### config.mk
export PLATFORM = sky130hd
export DESIGN_NAME = crc16_frame_receiver_core
export DESIGN_NICKNAME = d
export VERILOG_FILES = /design/src/sv/crcfr_pkg.sv /design/src/sv/crcfr_buf.sv /design/src/sv/crcfr_fifo.sv /design/src/sv/crcfr_front.sv /design/src/sv/crcfr_back.sv /design/src/sv/crc16_frame_receiver_core.sv
export VERILOG_INCLUDE_DIRS = /design/src /design/src/sv
export SDC_FILE = /design/constraint.sdc
export NUM_CORES = 1
export LEC_CHECK = 0
export ABC_CLOCK_PERIOD_IN_PS = 4000
export CORE_ASPECT_RATIO = 1.75
export CORE_UTILIZATION = 45
export DETAILED_ROUTE_END_ITERATION = 10
export DONT_BUFFER_PORTS = 1
export GPL_ROUTABILITY_DRIVEN = 0
export MAX_ROUTING_LAYER = met4
export PLACE_DENSITY = 0.59
export SYNTH_ARGS = -nofsm -noshare
export SYNTH_HDL_FRONTEND = slang
export SYNTH_SLANG_ARGS = --single-unit
### constraint.sdc
create_clock -name clk -period 4 [get_ports clk]
set_input_delay 0.2 -clock clk [delete_from_list [all_inputs] [get_ports clk]]
set_output_delay 0.2 -clock clk [all_outputs]
set_load 0.01 [all_outputs]
### src/sv/assert_macros.svh
// Assertion macros shared by the deframer modules.
`ifndef ASSERT_MACROS_SVH
`define ASSERT_MACROS_SVH

// check a property on every clock edge outside reset
`define CRCFR_ASSERT(lbl, prop, msg) \
  lbl: assert property (@(posedge clk) disable iff (!rst_n) (prop)) else $error(msg);

// check a property on every clock edge, reset included
`define CRCFR_ASSERT_ALWAYS(lbl, prop, msg) \
  lbl: assert property (@(posedge clk) (prop)) else $error(msg);

`endif

### src/sv/crcfr_pkg.sv
// Shared types, constants and the CRC step function of the deframer.
package crcfr_pkg;

  localparam int MAX_PAYLOAD_DEF = 32;
  localparam int LEN_W           = 7;
  localparam int QUEUE_DEPTH     = 2;

  localparam logic [7:0]  SYNC1_BYTE = 8'hC3;
  localparam logic [7:0]  SYNC2_BYTE = 8'h33;
  localparam logic [15:0] CRC_POLY   = 16'h1021;
  localparam logic [15:0] CRC_TOP    = 16'h8000;

  localparam logic [5:0]  MAX_PAYLOAD_RST = 6'd32;
  localparam logic [15:0] CRC_START_RST   = 16'hFFFF;

  localparam logic REG_MAX_PAYLOAD = 1'b0;
  localparam logic REG_CRC_START   = 1'b1;

  typedef struct packed {
    logic [7:0]       frame_type;
    logic [LEN_W-1:0] frame_length;
    logic             bank;
  } desc_t;

  typedef struct packed {
    logic valid;
    logic bank;
  } rel_t;

  function automatic logic [15:0] crc_feed(input logic [15:0] acc, input logic [7:0] b);
    logic [15:0] a;
    a = acc ^ {b, 8'h00};
    for (int i = 0; i < 8; i++) begin
      if ((a & CRC_TOP) != 16'h0000) begin
        a = {a[14:0], 1'b0} ^ CRC_POLY;
      end else begin
        a = {a[14:0], 1'b0};
      end
    end
    return a;
  endfunction

endpackage

### src/sv/crcfr_buf.sv
// Two-bank payload buffer: one write port, one registered read port.
module crcfr_buf #(
  parameter int AW = 6
) (
  input  logic          clk,
  input  logic          wr_en,
  input  logic [AW-1:0] wr_addr,
  input  logic [7:0]    wr_data,
  input  logic          rd_en,
  input  logic [AW-1:0] rd_addr,
  output logic [7:0]    rd_data
);

  logic [7:0] mem [2**AW];
  logic [7:0] rd_data_r;

  always_ff @(posedge clk) begin
    if (wr_en) begin
      mem[wr_addr] <= wr_data;
    end
  end

  always_ff @(posedge clk) begin
    if (rd_en) begin
      rd_data_r <= mem[rd_addr];
    end
  end

  assign rd_data = rd_data_r;

endmodule

### src/sv/crcfr_fifo.sv
// Two-entry descriptor queue between the parser and the emitter.
`include "assert_macros.svh"

module crcfr_fifo (
  input  logic                 clk,
  input  logic                 rst_n,
  input  logic                 push,
  input  crcfr_pkg::desc_t     push_data,
  input  logic                 pop,
  output logic                 head_valid,
  output crcfr_pkg::desc_t     head_data,
  output logic                 full
);

  crcfr_pkg::desc_t entry_r [crcfr_pkg::QUEUE_DEPTH];
  logic       wr_ptr_r;
  logic       rd_ptr_r;
  logic [1:0] count_r;
  logic       wr_ptr_nxt;
  logic       rd_ptr_nxt;
  logic [1:0] count_nxt;

  assign head_valid = (count_r != 2'd0);
  assign head_data  = entry_r[rd_ptr_r];
  assign full       = (count_r == 2'(crcfr_pkg::QUEUE_DEPTH));

  always_comb begin
    wr_ptr_nxt = push ? ~wr_ptr_r : wr_ptr_r;
    rd_ptr_nxt = pop ? ~rd_ptr_r : rd_ptr_r;
    count_nxt  = count_r + {1'b0, push} - {1'b0, pop};
  end

  always_ff @(posedge clk) begin
    if (!rst_n) begin
      wr_ptr_r <= 1'b0;
      rd_ptr_r <= 1'b0;
      count_r  <= 2'd0;
    end else begin
      wr_ptr_r <= wr_ptr_nxt;
      rd_ptr_r <= rd_ptr_nxt;
      count_r  <= count_nxt;
    end
  end

  always_ff @(posedge clk) begin
    if (push) begin
      entry_r[wr_ptr_r] <= push_data;
    end
  end

  `CRCFR_ASSERT(a_no_overflow, !(push && full && !pop), "descriptor queue overflow")
  `CRCFR_ASSERT(a_no_underflow, !(pop && !head_valid), "descriptor queue underflow")

endmodule

### src/sv/crcfr_front.sv
// Byte parser: sync hunt, header, CRC check, payload write, descriptor push.
`include "assert_macros.svh"

module crcfr_front #(
  parameter int MAX_PAYLOAD = crcfr_pkg::MAX_PAYLOAD_DEF,
  parameter int IW          = 5
) (
  input  logic                  clk,
  input  logic                  rst_n,
  input  logic                  cfg_we,
  input  logic                  cfg_index,
  input  logic [15:0]           cfg_wdata,
  input  logic                  in_valid,
  output logic                  in_ready,
  input  logic [7:0]            in_rx_byte,
  output logic                  wr_en,
  output logic [IW:0]           wr_addr,
  output logic [7:0]            wr_data,
  output logic                  push,
  output crcfr_pkg::desc_t      push_data,
  input  crcfr_pkg::rel_t       rel
);

  typedef enum logic [2:0] {
    PH_HUNT, PH_HEADER, PH_PAYLOAD, PH_CRC_LO, PH_CRC_HI, PH_SKIP_PAY, PH_SKIP_CRC
  } phase_t;

  phase_t      phase_r, phase_nxt;
  logic [15:0] cnt_r, cnt_nxt;
  logic        sync_ok_r, sync_ok_nxt;
  logic [7:0]  kind_r, kind_nxt;
  logic [15:0] len_r, len_nxt;
  logic [15:0] crc_r, crc_nxt;
  logic [7:0]  crc_lo_r, crc_lo_nxt;
  logic        bank_r, bank_nxt;
  logic [1:0]  busy_r, busy_nxt;
  logic [5:0]  max_payload_r, max_payload_nxt;
  logic [15:0] crc_start_r, crc_start_nxt;

  logic        xfer;
  logic [15:0] limit;
  logic [15:0] len_full;
  logic [15:0] crc_in;
  logic [15:0] crc_step;

  assign in_ready = !(((phase_r == PH_PAYLOAD) || (phase_r == PH_CRC_HI)) && busy_r[bank_r]);
  assign xfer     = in_valid && in_ready;
  assign limit    = ({10'd0, max_payload_r} < 16'(MAX_PAYLOAD)) ? {10'd0, max_payload_r}
                                                               : 16'(MAX_PAYLOAD);
  assign len_full = {in_rx_byte, len_r[7:0]};
  assign crc_in   = (phase_r == PH_HEADER && cnt_r == 16'd2) ? crc_start_r : crc_r;
  assign crc_step = crcfr_pkg::crc_feed(crc_in, in_rx_byte);

  assign wr_en   = xfer && (phase_r == PH_PAYLOAD) && (cnt_r < 16'(MAX_PAYLOAD));
  assign wr_addr = {bank_r, cnt_r[IW-1:0]};
  assign wr_data = in_rx_byte;

  assign push_data.frame_type   = kind_r;
  assign push_data.frame_length = len_r[crcfr_pkg::LEN_W-1:0];
  assign push_data.bank         = bank_r;

  always_comb begin
    phase_nxt       = phase_r;
    cnt_nxt         = cnt_r;
    sync_ok_nxt     = sync_ok_r;
    kind_nxt        = kind_r;
    len_nxt         = len_r;
    crc_nxt         = crc_r;
    crc_lo_nxt      = crc_lo_r;
    bank_nxt        = bank_r;
    busy_nxt        = busy_r;
    max_payload_nxt = max_payload_r;
    crc_start_nxt   = crc_start_r;
    push            = 1'b0;

    if (cfg_we) begin
      case (cfg_index)
        crcfr_pkg::REG_MAX_PAYLOAD: max_payload_nxt = cfg_wdata[5:0];
        crcfr_pkg::REG_CRC_START:   crc_start_nxt   = cfg_wdata;
        default: ;
      endcase
    end

    if (rel.valid) begin
      busy_nxt[rel.bank] = 1'b0;
    end

    if (xfer) begin
      case (phase_r)
        PH_HUNT: begin
          if (in_rx_byte == crcfr_pkg::SYNC1_BYTE) begin
            phase_nxt = PH_HEADER;
            cnt_nxt   = 16'd1;
          end
        end
        PH_HEADER: begin
          cnt_nxt = cnt_r + 16'd1;
          case (cnt_r)
            16'd1: sync_ok_nxt = (in_rx_byte == crcfr_pkg::SYNC2_BYTE);
            16'd2: begin
              kind_nxt = in_rx_byte;
              crc_nxt  = crc_step;
            end
            16'd3: begin
              len_nxt = {8'd0, in_rx_byte};
              crc_nxt = crc_step;
            end
            default: begin
              len_nxt = len_full;
              crc_nxt = crc_step;
              cnt_nxt = 16'd0;
              if (!sync_ok_r) begin
                phase_nxt = PH_HUNT;
              end else if (len_full > limit) begin
                phase_nxt = PH_SKIP_PAY;
                cnt_nxt   = len_full;
              end else if (len_full == 16'd0) begin
                phase_nxt = PH_CRC_LO;
              end else begin
                phase_nxt = PH_PAYLOAD;
              end
            end
          endcase
        end
        PH_PAYLOAD: begin
          crc_nxt = crc_step;
          cnt_nxt = cnt_r + 16'd1;
          if (cnt_nxt >= len_r) begin
            phase_nxt = PH_CRC_LO;
          end
        end
        PH_CRC_LO: begin
          crc_lo_nxt = in_rx_byte;
          phase_nxt  = PH_CRC_HI;
        end
        PH_CRC_HI: begin
          phase_nxt = PH_HUNT;
          cnt_nxt   = 16'd0;
          if ({in_rx_byte, crc_lo_r} == crc_r) begin
            push             = 1'b1;
            busy_nxt[bank_r] = 1'b1;
            bank_nxt         = ~bank_r;
          end
        end
        PH_SKIP_PAY: begin
          cnt_nxt = cnt_r - 16'd1;
          if (cnt_r == 16'd1) begin
            phase_nxt = PH_SKIP_CRC;
            cnt_nxt   = 16'd2;
          end
        end
        PH_SKIP_CRC: begin
          cnt_nxt = cnt_r - 16'd1;
          if (cnt_r == 16'd1) begin
            phase_nxt = PH_HUNT;
          end
        end
        default: begin
          phase_nxt = PH_HUNT;
          cnt_nxt   = 16'd0;
        end
      endcase
    end
  end

  always_ff @(posedge clk) begin
    if (!rst_n) begin
      phase_r       <= PH_HUNT;
      cnt_r         <= 16'd0;
      sync_ok_r     <= 1'b0;
      kind_r        <= 8'd0;
      len_r         <= 16'd0;
      crc_r         <= crcfr_pkg::CRC_START_RST;
      crc_lo_r      <= 8'd0;
      bank_r        <= 1'b0;
      busy_r        <= 2'b00;
      max_payload_r <= crcfr_pkg::MAX_PAYLOAD_RST;
      crc_start_r   <= crcfr_pkg::CRC_START_RST;
    end else begin
      phase_r       <= phase_nxt;
      cnt_r         <= cnt_nxt;
      sync_ok_r     <= sync_ok_nxt;
      kind_r        <= kind_nxt;
      len_r         <= len_nxt;
      crc_r         <= crc_nxt;
      crc_lo_r      <= crc_lo_nxt;
      bank_r        <= bank_nxt;
      busy_r        <= busy_nxt;
      max_payload_r <= max_payload_nxt;
      crc_start_r   <= crc_start_nxt;
    end
  end

  `CRCFR_ASSERT(a_push_free_bank, !(push && busy_r[bank_r]), "frame pushed into busy bank")
  `CRCFR_ASSERT(a_release_busy, !rel.valid || busy_r[rel.bank], "release of idle bank")

endmodule

### src/sv/crcfr_back.sv
// Result emitter: walks each queued frame and streams its payload bytes.
`include "assert_macros.svh"

module crcfr_back #(
  parameter int IW = 5
) (
  input  logic                  clk,
  input  logic                  rst_n,
  input  logic                  head_valid,
  input  crcfr_pkg::desc_t      head_data,
  output logic                  pop,
  output crcfr_pkg::rel_t       rel,
  output logic                  rd_en,
  output logic [IW:0]           rd_addr,
  input  logic [7:0]            rd_data,
  output logic                  out_valid,
  input  logic                  out_ready,
  output logic [7:0]            out_frame_type,
  output logic [7:0]            out_payload_byte,
  output logic [4:0]            out_byte_index,
  output logic [5:0]            out_frame_length,
  output logic                  out_last
);

  logic [crcfr_pkg::LEN_W-1:0] idx_r, idx_nxt;
  logic       out_valid_r, out_valid_nxt;
  logic [7:0] type_r;
  logic [4:0] index_r;
  logic [5:0] length_r;
  logic       last_r;
  logic       empty_r;

  logic load;
  logic last_cur;
  logic empty_cur;

  assign empty_cur = (head_data.frame_length == '0);
  assign last_cur  = empty_cur ||
                     (crcfr_pkg::LEN_W'(idx_r + 1'b1) == head_data.frame_length);
  assign load      = head_valid && (!out_valid_r || out_ready);
  assign pop       = load && last_cur;
  assign rel.valid = pop;
  assign rel.bank  = head_data.bank;
  assign rd_en     = load;
  assign rd_addr   = {head_data.bank, idx_r[IW-1:0]};

  always_comb begin
    idx_nxt = idx_r;
    if (pop) begin
      idx_nxt = '0;
    end else if (load) begin
      idx_nxt = idx_r + 1'b1;
    end
    if (load) begin
      out_valid_nxt = 1'b1;
    end else if (out_ready) begin
      out_valid_nxt = 1'b0;
    end else begin
      out_valid_nxt = out_valid_r;
    end
  end

  always_ff @(posedge clk) begin
    if (!rst_n) begin
      idx_r       <= '0;
      out_valid_r <= 1'b0;
    end else begin
      idx_r       <= idx_nxt;
      out_valid_r <= out_valid_nxt;
    end
  end

  always_ff @(posedge clk) begin
    if (load) begin
      type_r   <= head_data.frame_type;
      index_r  <= idx_r[4:0];
      length_r <= head_data.frame_length[5:0];
      last_r   <= last_cur;
      empty_r  <= empty_cur;
    end
  end

  assign out_valid        = out_valid_r;
  assign out_frame_type   = type_r;
  assign out_payload_byte = empty_r ? 8'd0 : rd_data;
  assign out_byte_index   = index_r;
  assign out_frame_length = length_r;
  assign out_last         = last_r;

  `CRCFR_ASSERT(a_idx_in_frame,
    !head_valid || empty_cur || (idx_r < head_data.frame_length),
    "emit index past frame length")

endmodule

### src/sv/crc16_frame_receiver_core.sv
// Top level of the CRC-16 packet deframer: parser, queue, payload buffer, emitter.
//
//   channel  direction  handshake               payload
//   in_      input      in_valid / in_ready     in_rx_byte
//   out_     output     out_valid / out_ready   type, byte, index, length, last
//   cfg_     input      cfg_we                  cfg_index, cfg_wdata
//
// One received byte is taken per cycle; the parser holds in_ready low only while the
// payload bank it must write still holds a frame that is waiting to be emitted.
// Payload banks are double buffered, so one frame can drain while the next is parsed.
// Emitter: one result per cycle when out_ready allows, via the registered buffer port.
// Reset is synchronous; no clearing pass, the block is ready the cycle after reset.
`include "assert_macros.svh"

module crc16_frame_receiver_core #(
  parameter int MAX_PAYLOAD = crcfr_pkg::MAX_PAYLOAD_DEF
) (
  input  logic        clk,
  input  logic        rst_n,
  input  logic        cfg_we,
  input  logic        cfg_index,
  input  logic [15:0] cfg_wdata,
  input  logic        in_valid,
  output logic        in_ready,
  input  logic [7:0]  in_rx_byte,
  output logic        out_valid,
  input  logic        out_ready,
  output logic [7:0]  out_frame_type,
  output logic [7:0]  out_payload_byte,
  output logic [4:0]  out_byte_index,
  output logic [5:0]  out_frame_length,
  output logic        out_last
);

  localparam int IW = (MAX_PAYLOAD > 1) ? $clog2(MAX_PAYLOAD) : 1;

  logic             wr_en;
  logic [IW:0]      wr_addr;
  logic [7:0]       wr_data;
  logic             rd_en;
  logic [IW:0]      rd_addr;
  logic [7:0]       rd_data;
  logic             push;
  crcfr_pkg::desc_t push_data;
  logic             pop;
  logic             head_valid;
  crcfr_pkg::desc_t head_data;
  logic             q_full;
  crcfr_pkg::rel_t  rel;

  crcfr_front #(
    .MAX_PAYLOAD (MAX_PAYLOAD),
    .IW          (IW)
  ) u_front (
    .clk        (clk),
    .rst_n      (rst_n),
    .cfg_we     (cfg_we),
    .cfg_index  (cfg_index),
    .cfg_wdata  (cfg_wdata),
    .in_valid   (in_valid),
    .in_ready   (in_ready),
    .in_rx_byte (in_rx_byte),
    .wr_en      (wr_en),
    .wr_addr    (wr_addr),
    .wr_data    (wr_data),
    .push       (push),
    .push_data  (push_data),
    .rel        (rel)
  );

  crcfr_fifo u_fifo (
    .clk        (clk),
    .rst_n      (rst_n),
    .push       (push),
    .push_data  (push_data),
    .pop        (pop),
    .head_valid (head_valid),
    .head_data  (head_data),
    .full       (q_full)
  );

  crcfr_buf #(
    .AW (IW + 1)
  ) u_buf (
    .clk     (clk),
    .wr_en   (wr_en),
    .wr_addr (wr_addr),
    .wr_data (wr_data),
    .rd_en   (rd_en),
    .rd_addr (rd_addr),
    .rd_data (rd_data)
  );

  crcfr_back #(
    .IW (IW)
  ) u_back (
    .clk              (clk),
    .rst_n            (rst_n),
    .head_valid       (head_valid),
    .head_data        (head_data),
    .pop              (pop),
    .rel              (rel),
    .rd_en            (rd_en),
    .rd_addr          (rd_addr),
    .rd_data          (rd_data),
    .out_valid        (out_valid),
    .out_ready        (out_ready),
    .out_frame_type   (out_frame_type),
    .out_payload_byte (out_payload_byte),
    .out_byte_index   (out_byte_index),
    .out_frame_length (out_frame_length),
    .out_last         (out_last)
  );

  `CRCFR_ASSERT(a_push_room, !(push && q_full), "frame accepted with full descriptor queue")

endmodule

==> summary.md, run 1 <==
| Metric | Value |
|---|---|
| Run status | completed |
| Cell count after synthesis | around 1700 |
| CTS buffer count | 58 |
| Avg Inst Size Synth | 16.6 um^2 |
| Routed len/inst | around 27 um |
| CP Class | flop to flop |
| Die width | 192 um |
| Power per cell area | between 400 and 500 nW/um^2 |
| Crit Path Max Fanout | 11 |
| CP Capture Type | flop |
| Flops & latches, synth | slightly below 700 |
| Clock tree buffer depth | 3 |
| Sw Ratio | 20.1% |
| Top cell type by total area after synthesis | edfxtp_1 |
| Slew Limit Fails | 0 |
| DRC | 0 |
| Min Clock Period, post-route | 3.65 ns |
| Routed Antenna Nets | 0 |
| Sequential share of power | 55.4% |
| Nets | 1889 |
| Cts hold-fix bufs | 51 |
| DR vias/cell | about 5.7 |
| Worst-margin pin slew | around 0.83 ns |
| Fin crit share | about nine tenths |
| # rows | 121 |
| Netlist cell types | 72 |
| CTS sink count | 679 |
| Final number of hold-violating endpoints | 0 |
| Synth warnings | 0 |
| Ys async rst share | 0% |
| Vias in the first global route | 15900 |
| Die Ht | 335 um |
| Layout cells sized above 1 | 21.9% |
| First-pass GRT wire length | approximately 110000 um |
| Hpwl dp | 44300 um |
| Worst slack, placed | 0.427 ns |
| Mapped cell area | approximately 28000 um^2 |
| TNS Setup | 0 ns |
| IO buf count | 0 |
| Fmax | 0.274 GHz |
| FILL cells | approximately 5000 |
| Final setup margin | approximately 0.35 ns |
| # setup viols final | 0 |
| Total die area | 64300 um^2 |
| Pre-antenna DRT Iters | 5 |
| Max-cap violations | 0 |
| CTS tree | done |
| Tot GR Track Use | around a quarter |
| DRT Wirelength | 71000 um |
| Clk Latency, worst-skew pair | around 0.62 ns |
| CTS-repair resized insts | 0 |
| Share of the synthesized area in the top cell type | 60.5% |
| Final Util | 52.1% |
| Post-Synthesis Net Count | 1774 |
| Skew final | 0.0243 ns |
| Power share of the combinational group | approximately 2.1% |
| Relative slew slack | 44.4% |
| Area growth, synth to finish | 14.2% |
| CTS root buffer | clkbuf_16 |
| Area occupied by multi-input gates | between 8000 and 9000 um^2 |
| Post-CTS Setup Inserts | 0 |
| Register area | 19300 um^2 |
| Startpoint types | flop |
| Initial antenna violation count | 5 |
| RSZ-0062 raised after global routing | false |
| IR drop worst, VDD | roughly 0.32 mV |
| Clock-pin slew on the worst setup and hold paths | around 0.07 ns |
| Worst Hold Class | input port to flop |
| Total leakage power | 10.4 nW |
| Initial core utilization | 45.6% |
| Worst Path Arrival | between 4 and 5 ns |
| Net Sw Power | 2.78 mW |
| Largest net degree at the start of global routing | around 130 |
| GRT overflow | 0 |
| H-tree depth | 2 |
| Int Pwr | approximately 11 mW |
| Initial drt markers | roughly 1100 |
| Sequential-to-total area share from yosys stat | 68.0% |
| Post-synth EDFFs | 573 |
| Synth Flop Type | edfxtp_1 |
| CORE AREA | 62400 um^2 |
| Vias | between 15000 and 20000 |
| Io pins | 60 |
| Clock Power Share | 42.4% |
| Synth area leaders | edfxtp_1, mux4_2, dfxtp_1, nand2_1, ha_1 |
| CP required | around 4.5 ns |
-- per-layer routing --
layer / GRT usage, % / part of all wire, % / vias up
li1: - / - / 6919
met1: 25.5 / 36 / 7899
met2: 43.1 / 56 / 404
met3: 2.86 / 4.0 / 137
met4: 8.71 / 4.4 / 0
met5: - / 0 / -
-- critical path: stages, from the launching register on --
cell,delay [ns]
dfxtp_1,0.55
ha_1,0.37
nand4_1,0.23
nor3_1,0.38
nand2_1,0.11
nor2_1,0.13
xnor2_1,0.17
ha_1,0.31
a21o_1,0.17
a211oi_1,0.31
nand3_1,0.12
o21ai_0,0.47
mux2i_1,0.24
-- per-stage QoR --
| step | hold slack, ns | std cells | power (mW) | instance area, um^2 |
|---|---|---|---|---|
| 2_1_floorplan | 0.299 | 1711 | 7.93 | 28400 |
| 4_1_cts | 0.00281 | 2670 | 13.9 | 32400 |
| 3_5_place_dp | 0.301 | 2512 | 7.92 | 29800 |
| 5_1_grt | 0.0694 | 2675 | 14.2 | 32500 |
| 6_report | 0.0448 | 2676 | 13.8 | 32500 |
| 3_3_place_gp | 0.298 | 2512 | 7.92 | 29800 |
-- power groups by stage --
stage | Combinational, mW | Clock, mW | Sequential, mW
final | 0.292 | 5.87 | 7.67
after detailed placement | 0.102 | 0 | 7.82
after floorplan | 0.104 | 0 | 7.82
after global routing | 0.318 | 6.24 | 7.66
after global placement | 0.101 | 0 | 7.82
after CTS | 0.297 | 5.98 | 7.66
-- final cells by class --
| type | instances | share of cell area, % |
|---|---|---|
| Clock inverter | 35 | 1.39 |
| Inverter | 36 | 0.416 |
| Tap cell | 799 | 3.08 |
| Clock buffer | 72 | 4.66 |
| Timing Repair Buffer | 151 | 4.54 |
| Antenna cell | 4 | 0.0308 |
| Multi-Input combinational cell | 900 | 26.3 |
| Sequential cell | 679 | 59.5 |
-- cells in the mapped netlist, drive strengths merged, types with 4 or more instances --
cell    count
a221oi      5
o21ai      34
nor4bb      4
or2         7
nand2     111
xnor2      40
o22ai       9
a22oi      13
or4         8
nor2      110
ha         33
nor2b      62
a211oi      6
clkbuf     64
mux4      168
edfxtp    573
or3         4
nor3       12
o211ai     24
a32o        4
mux2i      39
nand4      10
a21o        4
and3        5
nand2b      4
a31oi       6
inv        35
and2        9
nand3      55
a21boi     14
buf        32
dfxtp     106
a21oi      17
nor4       11
xor2       26
o31ai       4
mux2       12
-- logic make-up after synthesis --
kind of cell | share of synthesized area [%]
mux | 15.2
flops | 68.0
simple gates | 7.40
compound gates | 3.97
buf+inv | 1.96
fa+ha+maj | 1.45
xor+xnor | 2.11
-- sequential cells by signal, indices dropped and copies added (netlist names), 2 cells and up, named ones only --
register,cells
u_back.out_frame_length,6
u_front.len_r,16
u_back.idx_r,7
u_back.out_byte_index,5
u_buf.rd_data,8
u_front.crc_start_r,16
u_front.kind_r,8
u_front.max_payload_r,6
u_fifo.entry_r,32
u_front.cnt_r,16
u_front.busy_r,2
u_front.crc_lo_r,8
u_front.crc_r,16
u_fifo.count_r,2
u_buf.mem,512
u_back.out_frame_type,8
u_front.phase_r,3
-- worst paths after layout --
| path | end | startpoint | cells after the start | slack [ns] |
|---|---|---|---|---|
| setup / recovery | u_front.phase_r[2] | u_front.cnt_r[1] | 12 | 0.35 |
| hold / removal | u_front.sync_ok_r | in_rx_byte[1] | 4 | 0.04 |
| setup reg to reg | u_front.phase_r[2] | u_front.cnt_r[1] | 12 | 0.35 |
| hold reg to reg | u_fifo.entry_r[1][15] | u_front.kind_r[7] | 0 | 0.46 |
-- cell usage in the layout (no fill, tap or decap), types with 7 or more instances in the layout --
master         instances
edfxtp_1             573
mux4_2               168
nand2_1              111
nor2_1               108
dfxtp_1              102
buf_4                 94
nor2b_1               62
clkbuf_16             58
nand3_1               53
dlygate4sd3_1         44
xnor2_1               40
mux2i_1               39
inv_1                 34
o21ai_0               33
ha_1                  33
xor2_1                23
o211ai_1              23
a22oi_1               13
a21boi_0              13
clkbuf_1              13
mux2_2                12
a21oi_1               12
nor3_1                12
nor4_1                11
nand4_1               10
o22ai_1                9
and2_1                 9
bufinv_16              9
buf_16                 9
clkinvlp_4             8
or2_2                  7
or4_1                  7
clkinv_2               7
Power figures use the tool's default switching activity.
==> run 2: changes to the inputs <==
--- a/config.mk
+++ b/config.mk
@@ -7,7 +7,8 @@
 export NUM_CORES = 1
 export LEC_CHECK = 0
 export ABC_CLOCK_PERIOD_IN_PS = 4000
-export CORE_ASPECT_RATIO = 1.75
+export CORE_ASPECT_RATIO = 1.25
+export CORE_MARGIN = 8
 export CORE_UTILIZATION = 45
 export DETAILED_ROUTE_END_ITERATION = 10
 export DONT_BUFFER_PORTS = 1
==> summary.md, run 2 (synthesized netlist as in run 1, its figures left out) <==
| Metric | Value |
|---|---|
| Run status | completed |
| Worst setup path start | u_front.phase_r[0] |
| First-pass GRT wire length | 106000 um (+0.14%) |
| Biggest registers after layout | u_buf.mem: 512 flops, u_fifo.entry_r: 32 flops |
| Io pins | 60 (unchanged) |
| Total leakage power | 10.4 nW (+0.13%) |
| Largest net degree at the start of global routing | 102 (-21%) |
| Tot GR Track Use | 20.5% (-2.9 points) |
| DRC | 0 (unchanged) |
| Clock tree buffer depth | 3 (unchanged) |
| CP required | 4.22 ns (-0.31 ns) |
| TNS Setup | 0 ns (unchanged) |
| Die Ht | 297 um (-11%) |
| Skew final | 0.0195 ns (-0.00485 ns) |
| RSZ-0062 raised after global routing | false |
| H-tree depth | 3 (+1) |
| Min Clock Period, post-route | 3.58 ns (-0.0659 ns) |
| CTS buffer count | 68 (+17%) |
| Area growth, synth to finish | 14.4% |
| Routed len/inst | 26.2 um (-1.2%) |
| Vias | 15400 (+0.21%) |
| CTS tree | done |
| Commonest cells after routing, fill and taps aside | edfxtp_1, mux4_2, nand2_1 |
| Pre-antenna DRT Iters | 5 (unchanged) |
| Fmax | 0.279 GHz (+1.8%) |
| # setup viols final | 0 (unchanged) |
| Vias in the first global route | 16000 (+0.53%) |
| Initial antenna violation count | 0 (-5) |
| Clk Latency, worst-skew pair | 0.59 ns (-0.03 ns) |
| # rows | 103 (-15%) |
| CP max stage cell | nor2_1 |
| Startpoint types | flop |
| Routed Antenna Nets | 0 (unchanged) |
| Crit path cell chain | inv_1, ha_1, nand2b_1, or4_1, nor3_1, and2_1, nand2_1, nor2_1 |
| Relative slew slack | 44.9% (+0.51 points) |
| Fin crit share | 89.6% (-1.6 points) |
| R2R Path Start | u_front.phase_r[0] |
| IO buf count | 0 (unchanged) |
| Buffers and inverters on the worst path | 1 (+1) |
| GRT overflow | 0 (unchanged) |
| Worst-margin pin slew | 0.823 ns (-0.0107 ns) |
| Antenna diodes | 0 (-4) |
| CORE AREA | 62900 um^2 (+0.83%) |
| Top reg by flops | u_buf.mem |
| Delay-heaviest family, CP | simple AND/OR/NAND/NOR gates |
| Power per cell area | 444 nW/um^2 (+4.3%) |
| Initial core utilization | 45.2% (-0.37 points) |
| Final number of hold-violating endpoints | 0 (unchanged) |
| FILL cells | 5180 (+1.6%) |
| Max-cap violations | 0 (unchanged) |
| Slowest stage delay, CP | 0.70 ns (+0.15 ns) |
| DR vias/cell | 5.72 (-0.39%) |
| CTS sink count | 679 (unchanged) |
| Worst Path Arrival | 3.80 ns (-0.38 ns) |
| CP Capture Type | flop |
| Largest register FFs | 512 (unchanged) |
| Slew Limit Fails | 0 (unchanged) |
| IR drop worst, VDD | 0.320 mV (-1.3%) |
| CTS root buffer | clkbuf_16 |
| Hpwl dp | 42300 um (-4.5%) |
| Register area | 19300 um^2 (unchanged) |
| Worst Hold Class | input port to flop |
| Initial drt markers | 1249 (+12%) |
| Finished Layout Cells | 2692 (+0.60%) |
| Die width | 241 um (+25%) |
| Crit Path Max Fanout | 11 (unchanged) |
| DRT Wirelength | 70500 um (-0.61%) |
| Area occupied by multi-input gates | 8560 um^2 (unchanged) |
| Clock-pin slew on the worst setup and hold paths | 0.06 ns (about the same) |
| Nets | 1863 (-1.4%) |
| Total die area | 71600 um^2 (+11%) |
| Layout cells sized above 1 | 21.5% (-0.40 points) |
| CP Class | flop to flop |
| Post-CTS Setup Inserts | 0 (unchanged) |
| Placed insts | 2526 (+0.56%) |
| Commonest non-fill, non-tap cell in the layout | edfxtp_1 |
| Hold Startpoint | in_rx_byte[2] |
[run 2: changes by cell type in the layout (fill, tap and decap cells not counted), moves of 2 or more]
cell / before / now
buf_4: 94 / 67
clkbuf_1: 13 / 9
clkbuf_16: 58 / 71
clkbuf_8: 1 / 3
clkinv_1: 4 / 8
clkinv_2: 7 / 16
clkinv_4: 4 / 1
clkinvlp_4: 8 / 3
diode_2: 4 / 0
dlygate4sd3_1: 44 / 35
[run 2: per-stage QoR]
step                instance area, um^2  hold slack [ns]  total power [mW]  util (%)  worst slack [ns]
finish                            32500          0.00186              14.5      51.8             0.417
floorplan                         28400            0.299              7.93         -              1.00
CTS                               32500           0.0166              14.6      51.8             0.449
detailed placement                29700            0.294              7.92      47.2             0.477
global route                      32500          0.00531              14.9      51.8             0.170
global placement                  29700            0.288              7.92      47.2             0.535
[run 2: layout make-up]
type                            instances  share of cell area (%)
Sequential cell                       679                    59.4
Multi-Input combinational cell        900                    26.3
Clock buffer                           83                    5.69
Timing Repair Buffer                  115                    3.63
Tap cell                              840                    3.23
Clock inverter                         39                    1.33
Inverter                               36                   0.415
[run 2: worst paths after layout]
path,depth (start not counted),slack (ns),to
worst max-delay path,8,0.42,u_buf.mem[44][0]
worst min-delay path,1,0.002,u_buf.mem[0][2]
worst max register to register,8,0.42,u_buf.mem[44][0]
worst min register to register,0,0.46,u_fifo.entry_r[1][8]
[run 2: layer usage]
metal,wire (um),GRT usage [%],vias up
met5,0,-,-
met4,3120,8.90,0
met3,4970,5.45,132
met2,35600,33.4,484
met1,26800,23.8,7915
li1,-,-,6860
[run 2: worst register-to-register path, delay by kind of cell (launching register included)]
family	cells	cell delay [ns]
DFF	1	0.34
buffers and inverters	1	0.11
adders and majority gates	1	0.39
and+or+nand+nor	6	2.38
[run 2: power breakdown]
part | leakage (nW) | total (mW) | switching (mW) | internal (mW)
Combinational | 3.26 | 0.281 | 0.186 | 0.0956
Sequential | 5.98 | 7.67 | 0.0107 | 7.66
Clock | 1.12 | 6.50 | 2.62 | 3.88
Total | 10.4 | 14.5 | 2.81 | 11.6
[run 2: what timing repair did]
action / 4_1_cts / 5_1_grt
gates resized for setup: 0 / 1
endpoints found under the setup margin: 0 / 2
hold buffers: 44 / 0
hold endpoints to repair: 618 / 0
